**src/rtl/skl_pkg.sv**
```systemverilog
`default_nettype none

package skl_pkg;

  localparam int unsigned KEY_W   = 32;
  localparam int unsigned ID_W    = 32;
  localparam int unsigned FUNC_W  = 2;
  localparam int unsigned IDX_W   = 6;
  localparam int unsigned CAP_W   = 7;
  localparam int unsigned CNT_W   = 7;

  // s_axis payload: func, key, ident, index -> 72 bits, already byte aligned
  localparam int unsigned IN_BITS = FUNC_W + KEY_W + ID_W + IDX_W;
  localparam int unsigned IN_W    = ((IN_BITS + 7) / 8) * 8;

  // m_axis payload: read_key, read_ident, read_valid, smallest_key, kth_key,
  // count, full_res -> 137 bits, padded to 144
  localparam int unsigned OUT_BITS = KEY_W + ID_W + 1 + KEY_W + KEY_W + CNT_W + 1;
  localparam int unsigned OUT_W    = ((OUT_BITS + 7) / 8) * 8;

  localparam logic [FUNC_W-1:0] FUNC_INSERT = 2'd0;
  localparam logic [FUNC_W-1:0] FUNC_CLEAR  = 2'd1;
  localparam logic [FUNC_W-1:0] FUNC_READ   = 2'd2;

  localparam logic signed [KEY_W-1:0] KEY_MAX = 32'sh7FFF_FFFF;

  localparam logic [CAP_W-1:0] CAP_RESET = 7'd64;

  // broadcast to every cell of the chain
  typedef struct packed {
    logic                    en;
    logic signed [KEY_W-1:0] key;
    logic [ID_W-1:0]         ident;
  } skl_ins_t;

endpackage

`default_nettype wire

```
**src/rtl/skl_cell.sv**
```systemverilog
`default_nettype none

module skl_cell (
  input  logic                             clk_i,
  input  skl_pkg::skl_ins_t                ins_i,
  input  logic                             occ_i,
  input  logic                             prev_hit_i,
  input  logic signed [skl_pkg::KEY_W-1:0] prev_key_i,
  input  logic [skl_pkg::ID_W-1:0]         prev_ident_i,
  output logic                             hit_o,
  output logic signed [skl_pkg::KEY_W-1:0] key_o,
  output logic [skl_pkg::ID_W-1:0]         ident_o
);
  import skl_pkg::*;

  logic signed [KEY_W-1:0] key_q;
  logic [ID_W-1:0]         ident_q;

  // hit: new pair lands here or earlier; list is sorted so hits are monotone
  assign hit_o   = !occ_i || (key_q > ins_i.key);
  assign key_o   = key_q;
  assign ident_o = ident_q;

  always_ff @(posedge clk_i) begin
    if (ins_i.en) begin
      if (prev_hit_i) begin
        key_q   <= prev_key_i;
        ident_q <= prev_ident_i;
      end else if (hit_o) begin
        key_q   <= ins_i.key;
        ident_q <= ins_i.ident;
      end
    end
  end

endmodule

`default_nettype wire

```
**config.mk**
```make
export PLATFORM = sky130hd
export DESIGN_NAME = skl_cell
export DESIGN_NICKNAME = d
export VERILOG_FILES = /design/src/rtl/skl_pkg.sv /design/src/rtl/skl_cell.sv
export SDC_FILE = /design/constraint.sdc
export NUM_CORES = 1
export LEC_CHECK = 0
export BUFFER_PORTS_ARGS = -buffer_cell sky130_fd_sc_hd__buf_2
export CORE_ASPECT_RATIO = 1.2
export CORE_MARGIN = 10
export CORE_UTILIZATION = 48
export DETAILED_ROUTE_END_ITERATION = 10
export PLACE_DENSITY = 0.83
export SLEW_MARGIN = 10
export SYNTH_ARGS = -nofsm -noshare
export SYNTH_HDL_FRONTEND = slang
export SYNTH_SLANG_ARGS = --single-unit
export TNS_END_PERCENT = 50
```
**constraint.sdc**
```tcl
create_clock -name clk_i -period 9.7 [get_ports clk_i]
set_input_delay 1.455 -clock clk_i [delete_from_list [all_inputs] [get_ports clk_i]]
set_output_delay 1.455 -clock clk_i [all_outputs]
set_load 0.01 [all_outputs]
```
# Word level (Yosys, flattened, before mapping)
# Cells that the tools add are included.
totals:
  in_bits: 132
  reg_bits: 64
  elab_cells: 11
  output_inout_bits: 65
op_classes:
  n_lt_le_gt_ge: 1
  reduce_logical: 4
  n_mux: 4
ops:
  columns: ["cell", "count"]
  rows:
  - ["$mux W32", 4]
  - ["$gt A32 B32 Y1", 1]
  - ["$reduce_and A2 Y1", 1]
  - ["$reduce_bool A2 Y1", 1]
  - ["$logic_not A1 Y1", 1]
  - ["$logic_or A1 B1 Y1", 1]

# Longest topological paths before layout
depth:
  word_depth: 4
  depth_mapped: 8
  ltp_nobuf: 8

# Worst setup path before layout
# OpenSTA, ideal clock, no wires.
synth_path:
  path_kind: "input-to-reg"
  from: "input ins_i[53] (netlist bit)"
  to: "register ident_q[0] (netlist: ident_o[0]) (enable)"
  setup_time_ns: 0.446
  path_buffers: 0
  path_stages: 8
  path_slack_ns: 4.605
  t_required_ns: 9.254
  arrival_ns: 4.649
  path_cell_list: "inv_1 > ha_1 > a21o_1 > nand3_1 > a211oi_1 > nor4_1 > mux2_4 > a41oi_2"
synth_via:
  elab_chain_cells: 4
synth_lines:
  columns: ["item", "line_no", "rtl"]
  rows:
  - ["start, declared", "skl_cell.sv:5", "input skl_pkg::skl_ins_t ins_i,"]
  - ["$gt A32 B32 Y1", "skl_cell.sv:20", "assign hit_o = !occ_i || (key_q > ins_i.key);"]
  - ["$logic_or A1 B1 Y1", "skl_cell.sv:20", null]
  - ["$reduce_bool A2 Y1 (no line)", null, null]
  - ["$reduce_and A2 Y1 (no line)", null, null]
  - ["end signal, assigned", "skl_cell.sv:28", "ident_q <= prev_ident_i;"]
  - ["end signal, assigned", "skl_cell.sv:31", "ident_q <= ins_i.ident;"]
  - ["end, declared", "skl_cell.sv:17", "logic [ID_W-1:0] ident_q;"]
# No other way between the ends.
# A chain may end at the register's enable or synchronous reset.

# Worst setup path after layout
layout_path:
  from: "input ins_i[37] (netlist bit)"
  to: "output hit_o"
layout_via:
  elab_chain_cells: 2
layout_lines:
  columns: ["item", "line_no", "rtl"]
  rows:
  - ["$gt A32 B32 Y1", "skl_cell.sv:20", null]
  - ["$logic_or A1 B1 Y1", "skl_cell.sv:20", null]
  - ["end, declared", "skl_cell.sv:10", "output logic hit_o,"]
# No other way between the ends.

==> results.md <==
* Status: finished clean
* FP Rows at 34
* Post-Route Utilization at between 60 and 70%
* Die height at roughly 110 um
* Clock slew at reported path FFs at about 80 ps
* Num CTS Buffers at 9
* Clk network pwr share at a little under two fifths
* CP Class: primary input to output port
* Max transition margin at about two fifths
* Synth Area per Inst at around 12 um2
* Initial core utilization at between 40% and 50%
* Synthesized cell area at approximately 0.0035 mm2
* Mapped Cells at approximately 290
* Post-synthesis sequential area ratio at 55.0%
* Clock net sink count at 64
* Number of vias per cell at 4.98
* Clk root buf: clkbuf_8
* Share of layout cells above drive strength 1 at between 50% and 60%
* Clock Skew at around 10 ps
* Worst Tran Pin Value at between 900 and 1000 ps
* Leak at 2.31 nW
* Final period utilization at a little under half
* Detailed Place HPWL at a little under 8000 um
* Final WS setup at 5060 ps
* Die Wd at a little under 100 um
* Data arrival, critical path at between 3000 and 4000 ps
* Worst setup path endpoint: hit_o
* Cts hold-fix bufs at 0
* Filler Cells Inserted at approximately 570
* Gpl congestion at 0.835
* NetSw at between 0.15 and 0.2 mW
* Clk_lat worst skew at roughly 340 ps
* Global-route wire length before repair at 15000 um
* Final net count at 650
* Reg2Reg Setup Slack at about 6300 ps
* YS warnings at 0
* TritonCTS clock tree: yes
* Routed len/inst at 16.7 um
* Syn_nets at around 450
* RSZ-0062 raised after global routing: false
* Post-route ant nets at 0
* Die area at roughly 0.011 mm2
* Post-CTS Setup Inserts at 0
* F_max at 0.215 GHz
* HP Start: key_o[31]
* Most frequent cells in the layout: 196 x buf_2, 64 x edfxtp_1, 35 x inv_1, 35 x nand2_1
* Setup TNS at 0 ps
* CP startpoint: ins_i[37]
* Final min period at approximately 4600 ps
* Number of global-route vias before repair at 3214
* Worst hold path class: flip-flop to flip-flop
* Max Cap Viol at 0
* CP Max Fanout at 2
* P_int at about 0.57 mW
* Clk buf depth at 2
* Initial antenna violation count at 2
* Vias at between 2000 and 3000
* H-tree Lvls at 3
* Area grow syn2layout at 38.0%
* Final setup violation count at 0
* # resized after CTS at 0
* Sw Share at 25.1%
* Worst EP required at between 8000 and 9000 ps
* Congestion Overflow GR at 0
* Pre-CTS setup slack at 5050 ps
* Logic pwr share at 18.2%
* Worst r2r src: key_o[21]
* Worst VDD drop at around 0.14 mV
* Finished Layout Cells at 583
* # DRC at 0
* Worst reg2reg path endpoint: ident_o[3]
* Multi-input gate area at around 0.0014 mm2
* WL final at roughly 10000 um
* Commonest non-fill, non-tap cell in the layout: buf_2
* GRT Total Usage at 16.5%
* Power per Cell Area at 158 mW/mm2
* R2R cell count at 8
* Largest net degree at the start of global routing at 97
* Hold Fails Final Rpt at 0
* I/O Buffers at 196
* First-pass DRT Iterations at 4
* Area occupied by registers at 0.00192 mm2
* FF+latch count, synth at 64
* Starting DRC count in detailed routing at 110
* Synth unique cells at 28
* Ports at about 200
* Slew Viols, Final at 0
* Placed Cells incl. Taps at ~570
* CP Launch Type: primary input
* Endpoint class of the critical path: output port
* Core area at 0.00719 mm2
* Reg power frac at 45.0%
==> power groups by stage <==
stage	Clock (mW)	Sequential (mW)	Combinational (mW)
after floorplan	0	0.360	0.0633
after global placement	0	0.347	0.136
after detailed placement	0	0.349	0.140
after CTS	0.285	0.342	0.141
after global routing	0.295	0.344	0.155
final	0.280	0.342	0.139
==> critical path, cell delays in order <==
cell,delay [ps]
buf_2,70
inv_1,40
ha_1,300
a21oi_1,150
o21ai_0,90
a221oi_1,270
or3b_1,400
nand3_1,160
nand3_1,90
buf_2,150
==> per-layer routing <==
| layer | vias up | wire (um) | GRT usage [%] |
|---|---|---|---|
| met1 | 1317 | 3470 | 16.0 |
| met5 | - | 0 | 0 |
| met3 | 17 | 928 | 6.65 |
| met2 | 120 | 5120 | 29.9 |
| met4 | 0 | 236 | 7.48 |
| li1 | 1447 | - | - |
==> how the worst min path moves through the flow <==
stage	endpoint	slack (ps)	cells past startpoint
final	key_o[24]	1310	3
after global routing	key_o[24]	1370	3
after CTS	key_o[23]	1330	3
after detailed placement	key_o[19]	1310	3
after global placement	key_o[18]	1290	3
after floorplan	key_o[30]	1640	2
==> registers in the layout (all words and copies together) (netlist names) <==
register,count
ident_o,32
key_o,32
==> final cells by class <==
cell class | instances | area share [%]
timing repair buffer | 198 | 20.7
tap | 90 | 2.34
clock buffer | 9 | 2.57
inverter | 35 | 2.73
clock inverter | 7 | 2.49
multi-input combinational | 178 | 29.2
antenna | 2 | 0.104
sequential | 64 | 39.9
==> metrics by stage <==
step           total power [mW]  cell area [um2]  hold WS, ps
5_1_grt                   0.793             4820         1370
4_1_cts                   0.768             4820         1330
6_report                  0.761             4820         1310
3_3_place_gp              0.483             4570         1290
2_1_floorplan             0.424             3490         1640
3_5_place_dp              0.488             4570         1310
==> Yosys cell counts <==
| cell | n | area share [%] |
|---|---|---|
| buf_1 | 2 | 0.21 |
| nor2b_1 | 1 | 0.18 |
| edfxtp_1 | 64 | 55 |
| o21ai_1 | 2 | 0.29 |
| mux2_2 | 33 | 11 |
| nor4_2 | 1 | 0.36 |
| a221oi_1 | 1 | 0.25 |
| nand4_1 | 4 | 0.72 |
| a41oi_2 | 1 | 0.47 |
| inv_1 | 35 | 3.8 |
| nor4_1 | 2 | 0.36 |
| nand2_1 | 35 | 3.8 |
| nor2_1 | 1 | 0.11 |
| nand4_4 | 1 | 0.61 |
| nand3_1 | 7 | 1.0 |
| a2111oi_2 | 1 | 0.43 |
| nand4_2 | 2 | 0.72 |
| clkbuf_1 | 8 | 0.86 |
| buf_2 | 1 | 0.14 |
| a21boi_2 | 1 | 0.32 |
| a211oi_1 | 1 | 0.21 |
| and2_1 | 1 | 0.18 |
| or3b_1 | 1 | 0.25 |
| ha_1 | 32 | 11 |
| a21o_1 | 4 | 0.86 |
| a21oi_1 | 12 | 1.7 |
| o21ai_0 | 33 | 4.7 |
| mux2_4 | 1 | 0.43 |
==> logic make-up (layout without fill, tap and decap cells) <==
group,count (synthesis),count (layout),synth area share [%]
simple gates,56,56,8.23
buf+inv,46,249,4.98
mux,34,34,11.1
fa+ha+maj,32,32,11.5
compound gates,56,56,9.27
flops,64,64,55.0
other cells,0,2,0
Power figures use the tool's default switching activity.
